[src/rtl/sfcc_pkg.sv]
// sfcc_pkg: shared types and constants for the sensor frame check and conversion pipeline.
// No dependencies.
package sfcc_pkg;

  localparam int RawW   = 16;
  localparam int ProdTW = 27;  // raw * 1750 < 2^27
  localparam int ProdHW = 23;  // (raw - 512) * 125 < 2^23
  localparam int QtW    = 11;
  localparam int QhW    = 7;
  localparam int ReadW  = 11;

  localparam logic [8:0]   CrcPoly   = 9'h131;
  localparam logic [10:0]  TScale    = 11'd1750;
  localparam logic [10:0]  TOffset   = 11'd50;
  localparam logic [10:0]  TLow      = 11'd100;
  localparam logic [10:0]  THigh     = 11'd1750;
  localparam logic [15:0]  HBias     = 16'd512;
  localparam logic [6:0]   HScale    = 7'd125;
  localparam logic [QhW-1:0] HSub    = 7'd6;
  localparam logic [ReadW-1:0] HHigh = 11'd200;

  typedef enum logic [1:0] {
    FAULT_NONE  = 2'd0,
    FAULT_RANGE = 2'd1,
    FAULT_CRC   = 2'd2
  } fault_t;

  typedef struct packed {
    logic            kind;
    logic            ok;
    logic [QtW-1:0]  qt;
    logic [QhW-1:0]  qh;
  } quot_t;

  typedef struct packed {
    logic              kind;
    logic              ok;
    logic [ReadW-1:0]  reading;
    fault_t            fault;
  } result_t;

endpackage

[src/rtl/sensor_frame_crc_convert_unit.sv]
// sensor_frame_crc_convert_unit: four-stage pipeline that checks a sensor frame CRC and
// scales the reading. Depends on sfcc_pkg, sfcc_crc, sfcc_mult, sfcc_clamp.
//
//  channel  dir  tdata (low bit up)                          tuser
//  s_*      in   raw_high[7:0] raw_low[15:8] check_byte[23:16] kind
//  m_*      out  check_ok[0] reading[11:1] fault[13:12] 0[15:14] kind_echo
//
// One request per cycle while m_tready is high; the stages are CRC high byte, CRC low
// byte with products, quotient, and clamp into the output register.
// Synchronous reset clears the stage valid bits only.
// Each stage holds while its successor is full and stalled; bubbles are filled,
// so s_tready drops only when all four stages are full and m_tready is low.
module sensor_frame_crc_convert_unit (
  input  logic        clk,
  input  logic        rst,
  input  logic        s_tvalid,
  output logic        s_tready,
  input  logic [23:0] s_tdata,   // raw_high, raw_low, check_byte
  input  logic        s_tuser,   // kind
  output logic        m_tvalid,
  input  logic        m_tready,
  output logic [15:0] m_tdata,   // check_ok, reading, fault, zero pad
  output logic        m_tuser    // kind_echo
);
  import sfcc_pkg::*;

  logic v1, v2, v3, v4;
  logic rdy1, rdy2, rdy3, rdy4;

  // stage 1
  logic            s1_kind;
  logic [RawW-1:0] s1_raw;
  logic [7:0]      s1_chk;
  logic [7:0]      s1_crc;
  // stage 2
  logic              s2_kind;
  logic              s2_ok;
  logic [ProdTW-1:0] s2_prod_t;
  logic [ProdHW-1:0] s2_prod_h;
  // stage 3
  quot_t   s3;
  // stage 4
  result_t s4;

  logic [7:0]        crc_hi;
  logic [7:0]        crc_lo;
  logic [ProdTW-1:0] prod_t;
  logic [ProdHW-1:0] prod_h;
  logic [ProdTW-1:0] qsum;
  quot_t             s3_next;
  result_t           s4_next;

  assign rdy4     = !v4 || m_tready;
  assign rdy3     = !v3 || rdy4;
  assign rdy2     = !v2 || rdy3;
  assign rdy1     = !v1 || rdy2;
  assign s_tready = rdy1;

  sfcc_crc u_crc_hi (.crc_in(8'h00), .data(s_tdata[7:0]), .crc_out(crc_hi));
  sfcc_crc u_crc_lo (.crc_in(s1_crc), .data(s1_raw[7:0]), .crc_out(crc_lo));
  sfcc_mult u_mult (.raw(s1_raw), .prod_t(prod_t), .prod_h(prod_h));

  // floor(p / 65535) = (p + (p >> 16) + 1) >> 16 over this range
  assign qsum         = s2_prod_t + ProdTW'(s2_prod_t >> 16) + ProdTW'(1);
  assign s3_next.kind = s2_kind;
  assign s3_next.ok   = s2_ok;
  assign s3_next.qt   = QtW'(qsum >> 16);
  assign s3_next.qh   = QhW'(s2_prod_h >> 16);

  sfcc_clamp u_clamp (.q(s3), .res(s4_next));

  always_ff @(posedge clk) begin
    if (rst) begin
      v1 <= 1'b0;
      v2 <= 1'b0;
      v3 <= 1'b0;
      v4 <= 1'b0;
    end else begin
      if (rdy1) v1 <= s_tvalid;
      if (rdy2) v2 <= v1;
      if (rdy3) v3 <= v2;
      if (rdy4) v4 <= v3;
    end
  end

  always_ff @(posedge clk) begin
    if (rdy1 && s_tvalid) begin
      s1_kind <= s_tuser;
      s1_raw  <= {s_tdata[7:0], s_tdata[15:8]};
      s1_chk  <= s_tdata[23:16];
      s1_crc  <= crc_hi;
    end
    if (rdy2 && v1) begin
      s2_kind   <= s1_kind;
      s2_ok     <= (crc_lo == s1_chk);
      s2_prod_t <= prod_t;
      s2_prod_h <= prod_h;
    end
    if (rdy3 && v2) begin
      s3 <= s3_next;
    end
    if (rdy4 && v3) begin
      s4 <= s4_next;
    end
  end

  assign m_tvalid = v4;
  assign m_tuser  = s4.kind;
  assign m_tdata  = {2'b00, s4.fault, s4.reading, s4.ok};

  a_crc_fail: assert property (@(posedge clk) disable iff (rst)
    m_tvalid && !m_tdata[0] |-> (m_tdata[13:12] == FAULT_CRC) && (m_tdata[11:1] == '0))
    else $error("bad checksum result not zeroed");

  a_ok_no_crc_fault: assert property (@(posedge clk) disable iff (rst)
    m_tvalid && m_tdata[0] |-> m_tdata[13:12] != FAULT_CRC)
    else $error("crc fault with good checksum");

  a_temp_range: assert property (@(posedge clk) disable iff (rst)
    m_tvalid && m_tdata[0] && !m_tuser |-> m_tdata[11:1] >= TLow && m_tdata[11:1] <= THigh)
    else $error("temperature reading out of range");

  a_hum_range: assert property (@(posedge clk) disable iff (rst)
    m_tvalid && m_tuser |-> m_tdata[11:1] <= HHigh && !m_tdata[1])
    else $error("humidity reading out of range");

  a_hold: assert property (@(posedge clk) disable iff (rst)
    v3 && v4 && !m_tready |=> v3 && v4)
    else $error("stalled stage dropped a request");

endmodule

[src/rtl/sfcc_crc.sv]
// sfcc_crc: one byte of CRC-8 (poly 0x31, MSB first), bitwise XOR network.
// Depends on sfcc_pkg.
module sfcc_crc (
  input  logic [7:0] crc_in,
  input  logic [7:0] data,
  output logic [7:0] crc_out
);
  import sfcc_pkg::*;

  always_comb begin
    logic [7:0] c;
    c = crc_in ^ data;
    for (int i = 0; i < 8; i++) begin
      if (c[7]) begin
        c = {c[6:0], 1'b0} ^ CrcPoly[7:0];
      end else begin
        c = {c[6:0], 1'b0};
      end
    end
    crc_out = c;
  end

endmodule

[src/rtl/sfcc_mult.sv]
// sfcc_mult: constant-coefficient products for temperature and humidity scaling.
// Depends on sfcc_pkg.
module sfcc_mult (
  input  logic [sfcc_pkg::RawW-1:0]   raw,
  output logic [sfcc_pkg::ProdTW-1:0] prod_t,
  output logic [sfcc_pkg::ProdHW-1:0] prod_h
);
  import sfcc_pkg::*;

  logic [RawW-1:0] x;

  assign x      = (raw > HBias) ? (raw - HBias) : '0;
  assign prod_t = ProdTW'(raw) * ProdTW'(TScale);
  assign prod_h = ProdHW'(x) * ProdHW'(HScale);

endmodule

[src/rtl/sfcc_clamp.sv]
// sfcc_clamp: offset, saturation, clamp and fault selection of the final stage.
// Depends on sfcc_pkg.
module sfcc_clamp (
  input  sfcc_pkg::quot_t   q,
  output sfcc_pkg::result_t res
);
  import sfcc_pkg::*;

  logic [ReadW-1:0] t;
  logic [ReadW-1:0] h;

  assign t = q.qt + TOffset;
  assign h = (q.qh < HSub) ? '0 : ReadW'({q.qh - HSub, 1'b0});

  always_comb begin
    res.kind    = q.kind;
    res.ok      = q.ok;
    res.reading = '0;
    res.fault   = FAULT_NONE;
    if (!q.ok) begin
      res.fault = FAULT_CRC;
    end else if (!q.kind) begin
      if (t > THigh) begin
        res.reading = THigh;
        res.fault   = FAULT_RANGE;
      end else if (t < TLow) begin
        res.reading = TLow;
        res.fault   = FAULT_RANGE;
      end else begin
        res.reading = t;
      end
    end else begin
      if (q.qh < HSub) begin
        res.fault = FAULT_RANGE;
      end
      if (h > HHigh) begin
        res.reading = HHigh;
        res.fault   = FAULT_RANGE;
      end else begin
        res.reading = h;
      end
    end
  end

endmodule
[config.mk]
export PLATFORM = sky130hd
export DESIGN_NAME = sensor_frame_crc_convert_unit
export DESIGN_NICKNAME = d
export VERILOG_FILES = /design/src/rtl/sfcc_pkg.sv /design/src/rtl/sensor_frame_crc_convert_unit.sv /design/src/rtl/sfcc_crc.sv /design/src/rtl/sfcc_mult.sv /design/src/rtl/sfcc_clamp.sv
export SDC_FILE = /design/constraint.sdc
export NUM_CORES = 1
export LEC_CHECK = 0
export ABC_AREA = 1
export BUFFER_PORTS_ARGS = -buffer_cell sky130_fd_sc_hd__buf_2
export CAP_MARGIN = 10
export CORE_MARGIN = 1.5
export CORE_UTILIZATION = 40
export DETAILED_ROUTE_END_ITERATION = 10
export PLACE_DENSITY = 0.56
export SYNTH_ARGS = -nofsm -noshare
export SYNTH_HDL_FRONTEND = slang
export SYNTH_SLANG_ARGS = --single-unit
[constraint.sdc]
create_clock -name clk -period 9.6 [get_ports clk]
set_input_delay 1.92 -clock clk [delete_from_list [all_inputs] [get_ports clk]]
set_output_delay 1.92 -clock clk [all_outputs]
set_load 0.05 [all_outputs]
# Yosys cells after proc, flatten, opt, wreduce, memory -nomap -nowiden

Index checks and enable logic that the tools add are counted.

Input bits: 29
Word-level logic and storage cells: 88
Output and inout port bits: 19
Flip-flop bits (word level): 123

$add $sub $neg: 5
Bitwise gates (word level): 17
Reductions and logical operators: 12
$mul: 2
Multiplexer cells: 25
Eq/ne operators: 1
Order comparisons: 5

Operators with widths:

| operator                 | number |
|---|---|
| $mux W6                  | 16 |
| $not A3 Y3               | 16 |
| $add A27 B1 Y27 const B  | 1 |
| $add A27 B11 Y27         | 1 |
| $mul A16 B10 Y26 const B | 1 |
| $mux W13                 | 2 |
| $mul A16 B7 Y23 const B  | 1 |
| $mux W11                 | 2 |
| $gt A16 B10 Y1 const B   | 1 |
| $mux W16                 | 1 |
| $sub A16 B10 Y16 const B | 1 |
| $add A11 B6 Y11 const B  | 1 |
| $gt A11 B11 Y1 const B   | 1 |
| $gt A11 B8 Y1 const B    | 1 |
| $lt A11 B7 Y1 const B    | 1 |
| $eq A8 B8 Y1             | 1 |
| $mux W8                  | 1 |
| $xor A8 B8 Y8            | 1 |
| $lt A7 B3 Y1 const B     | 1 |
| $sub A7 B3 Y7 const B    | 1 |
| $logic_and A1 B1 Y1      | 4 |
| $logic_not A1 Y1         | 4 |
| $logic_or A1 B1 Y1       | 4 |
| $mux W1                  | 3 |

# Logic depth before layout (Yosys ltp)

Word-level depth: 18
Mapped depth: 28
Depth with buffers taken out: 27

# Cells and area by module

Synthesis repeated with hierarchy kept, for this count alone.

Cell total of the unflattened synthesis: 1,732
Area total of the unflattened synthesis: 13,550.5 um2

Modules (own cells, without submodules):

| module                        | cells an instance | times used | area an instance (um2) | sequential area each (um2) |
|---|---|---|---|---|
| sfcc_mult                     | 1,041             | 1          | 7,543.5                | 0.0 |
| sensor_frame_crc_convert_unit | 372               | 1          | 4,440.5                | 3,203.1 |
| sfcc_crc                      | 88                | 2          | 437.9                  | 0.0 |
| sfcc_clamp                    | 143               | 1          | 690.7                  | 0.0 |

# Worst setup path before layout

OpenSTA, ideal clock, no wires.

Path type: register to register
Start: register s1_raw[14]
End: register s2_prod_h[22] (data pin)
Data arrival time: 5,096 ps
Cell stages (with the launch flop): 27
Setup slack: 4,252 ps
Period minus slack after synthesis: 5,348 ps
Required time: 9,348 ps
Path through: edfxtp_1 inv_1 ha_1 nand2_1 nor2_1 nand2_1 nand2_1 clkbuf_1 nor2_1 inv_1 fa_1 fa_1 inv_1 fa_1 inv_1 fa_1 inv_1 ha_1 nand2_1 inv_1 nand3_1 nor3_1 nand2_1 o21ai_0 nor2_1 nand3b_1 nand2_1

Cells in the longest elaborated chain, start to end: 3
Elaborated cells between the ends (all ways): 4
Those cells by class: 1 x add/sub; 1 x mul; 1 x order compare; 1 x mux

RTL lines:

| element                                            | line                                | source |
|---|---|---|
| start, declared                                    | sensor_frame_crc_convert_unit.sv:32 | `logic [RawW-1:0] s1_raw;` |
| start signal, assigned                             | sensor_frame_crc_convert_unit.sv:89 | `s1_raw <= {s_tdata[7:0], s_tdata[15:8]};` |
| $sub A16 B10 Y16 or $gt A16 B10 Y1 (tied branches) | sfcc_mult.sv:12                     | `assign x = (raw > HBias) ? (raw - HBias) : '0;` |
| $mux W16 (*)                                       | sfcc_mult.sv:12                     |  |
| $mul A16 B7 Y23 (*)                                | sfcc_mult.sv:14                     | `assign prod_h = ProdHW'(x) * ProdHW'(HScale);` |
| net prod_h[22]                                     | sensor_frame_crc_convert_unit.sv:48 | `logic [ProdHW-1:0] prod_h;` |
| end signal, assigned                               | sensor_frame_crc_convert_unit.sv:97 | `s2_prod_h <= prod_h;` |
| end, declared                                      | sensor_frame_crc_convert_unit.sv:39 | `logic [ProdHW-1:0] s2_prod_h;` |

Mark *: on every way through the listed nets, which the timed path passes. The rest lies on a longest branch.
A chain may end at the register's enable or synchronous reset.

# Final worst setup path

Start: register s1_raw[11]
End: register s2_prod_h[22] (data pin)

The elaborated chain is that of the path after synthesis.

==> summary.md <==
| Metric | Value |
|---|---|
| Layout area overhead | 8.813% |
| Largest net degree at the start of global routing | 36 |
| Seq pwr share | 20.1% |
| DR iter-0 viols | 337 |
| RSZ-0062 raised after global routing | false |
| Combinational power share | 69.8% |
| H-tree depth | 3 |
| Drc violations | 0 |
| Clock Pin Slew Worst Setup and Hold Paths | 80 ps |
| Die Ht | 174.8 um |
| Drt wl/cell | 14.01 um |
| DRT antenna net count | 0 |
| GR Overflow Total | 0 |
| Die area | 30570 sq um |
| Crit path top cell by count | nand2_1 |
| Share of layout cells above drive strength 1 | 7.355% |
| Ant. Diodes | 0 |
| Slew Limit Fails | 0 |
| CTS tree | done |
| Core ar. | 28860 sq um |
| Type of origin of the critical path | flop |
| Io pins | 48 |
| Area of the multi-input gates | 7581 sq um |
| Register area | 3173 sq um |
| Initial core utilization | 40.93% |
| Nets | 1650 |
| #FFs+latches synth | 107 |
| WS Path Type | flop to flop |
| Via count of the routed design | 8253 |
| Ys Warns | 0 |
| Final GP Congestion | 0.8589 |
| Buf+Inv Stages, Crit Path | 6 |
| Final HPWL DP | 21140 um |
| CTS Buf Count | 9 |
| # port buffers | 45 |
| Yosys cell types | 49 |
| Rel. slew slack | 32.75% |
| Max Clock Skew | 10.27 ps |
| Register area share after synthesis | 26.86% |
| Final Critical Period | 6080 ps |
| Drt via density | 4.771 |
| Hold_buf cts | 0 |
| Critical path's slowest cell | edfxtp_1 |
| Post-CTS Setup Bufs | 0 |
| Hold Slack | 422.2 ps |
| Gr usage total | 16.65% |
| Top post-synthesis cells by area | edfxtp_1, fa_1, ha_1, inv_1, nand2_1 |
| Worst-Margin Slew | 1006 ps |
| Global-route wire length before repair | 40450 um |
| Flop2flop setup slack | 3520 ps |
| Worst-skew pair later-pin latency | 360 ps |
| TritonCTS Sinks | 107 |
| Critical Path RT | 9730 ps |
| Clock Root Buffer | clkbuf_16 |
| Die width | 174.8 um |
| Post-synthesis cell area | 11810 sq um |
| Area share of the largest cell type after synthesis | 26.18% |
| CP Capture Type | flop |
| Vias in the first global route | 8408 |
| FILL cells | 2825 |
| Area leader, netlist | edfxtp_1 |
| Cell count after synthesis | 1286 |
| Final Core Density | 44.54% |
| Gates resized, CTS repair | 0 |
| Crit-path max FO | 17 |
| Initial antenna violation count | 0 |
| Peak VDD IR | 135.5 uV |
| FMAX | 164.5 MHz |
| Final Setup Violations | 0 |
| # rows | 62 |
| Worst slack at placement | 3517 ps |
| Routed WL | 24250 um |
| Final worst path period share | 63.34% |
| Max clock buf depth | 2 |
| P_sw | 1957 uW |
| Slack of the critical path | 3520 ps |
| Max incr delay on CP | 540 ps |
| Clock share of power | 10.1% |
| Int Pwr | 1995 uW |
| Status | finished clean |
| Crit path DAT | 6210 ps |
| Worst Hold Class | flop to flop |
| Cell area power density | 307.5 nW/um^2 |
| CP top delay family | adder cells |
| Initial DRT Pass Iterations | 5 |
| Synthesized area per cell | 9.186 sq um |
| TNS Setup | 0 ps |
| Switch share | 49.53% |
| Final hold viol count | 0 |
| Number of max-cap violations | 0 |
| Total power | 3952 uW |
| Pleak | 0.006240 uW |
-- cell type report --
type                    count  area share, %
clock buffers               9          1.752
clock inverters             7         0.8274
inverters                 279          8.148
multi-input cells         897          58.98
flip-flops and latches    107          24.69
well taps                 384          3.738
repair buffers             47          1.869
-- through the flow --
stage,cell area (sq um),cells
2_1_floorplan,11820,1287
3_3_place_gp,12510,1713
3_5_place_dp,12510,1713
4_1_cts,12850,1729
5_1_grt,12850,1730
6_report,12850,1730
-- worst register-to-register path: cells and delay by family, from the launching register on --
kind            cells  cell delay, ps
fa+ha+maj           6            2610
simple gates       12            1420
buf+inv             6             650
compound gates      2             620
flops               1             540
-- flip-flops by register name (all words and copies together) (netlist names) --
register	count
s2_prod_t	26
s3	20
s1_raw	16
m_tdata	14
s1_chk	8
s1_crc	8
s2_prod_h	7
m_tuser	1
m_tvalid	1
s1_kind	1
s2_kind	1
s2_ok	1
v1	1
v2	1
v3	1
-- kinds of logic (layout without fill, tap and decap cells) --
logic type,count (synthesis),in the layout,synth area share [%]
flip-flops,107,107,26.86
adder cells (fa/ha/maj),280,280,36.71
AND/OR/NAND/NOR,407,407,15.24
XOR/XNOR,71,71,5.455
other,1,2,0.03175
buffers and inverters,283,342,9.056
AO/OA/AOI/OAI,137,137,6.641
-- worst paths after layout --
path                  from            end  cells after the start
min          s2_prod_h[16]          s3[0]                      0
min reg2reg  s2_prod_h[16]          s3[0]                      0
max reg2reg     s1_raw[11]  s2_prod_h[22]                     26
max             s1_raw[11]  s2_prod_h[22]                     26
-- Yosys cell counts, drive strengths merged --
master and number:
o211ai 3, xnor2 30, a21o 5, nand3b 6
nand3 46, o211a 1, conb 1, buf 2
a211oi 2, fa 111, a221oi 1, o21ai 40
dfxtp 4, or2 4, a31oi 6, nand2 214
edfxtp 103, nand4 18, a21boi 1, nor3 16
inv 278, clkbuf 2, nor2 95, o21bai 9
a22oi 1, nor4 7, ha 169, a31o 2
clkinv 1, nor3b 1, o21a 3, xor2 41
a21oi 63
-- power groups by stage --
stage | Clock, uW | Combinational [uW] | Sequential, uW
floorplan | 0 | 2140 | 777
global placement | 0 | 2750 | 805
detailed placement | 0 | 2760 | 805
CTS | 413 | 2770 | 795
global route | 428 | 3190 | 804
finish | 401 | 2760 | 793
-- layout by cell type, fill, tap and decap left out, drive strengths merged, types with 5 or more instances in the layout --
cell type	count
edfxtp	103
inv	280
a31oi	6
a21oi	63
nand3	46
fa	111
xor2	41
clkbuf	9
nor3	16
buf	47
nor2	95
a21o	5
nor4	7
o21ai	40
xnor2	30
nand3b	6
o21bai	9
nand4	18
ha	169
nand2	214
-- layer usage --
metal	share of wire [%]	up-vias	GRT usage, %	wire length, um
li1	-	4230	-	-
met1	47	3861	21.42	11290
met2	49	134	29.60	11850
met3	2.7	28	2.089	650
met4	1.9	0	4.167	453
met5	0	-	0	0
Note: power is estimated with default switching activity, not from simulation.
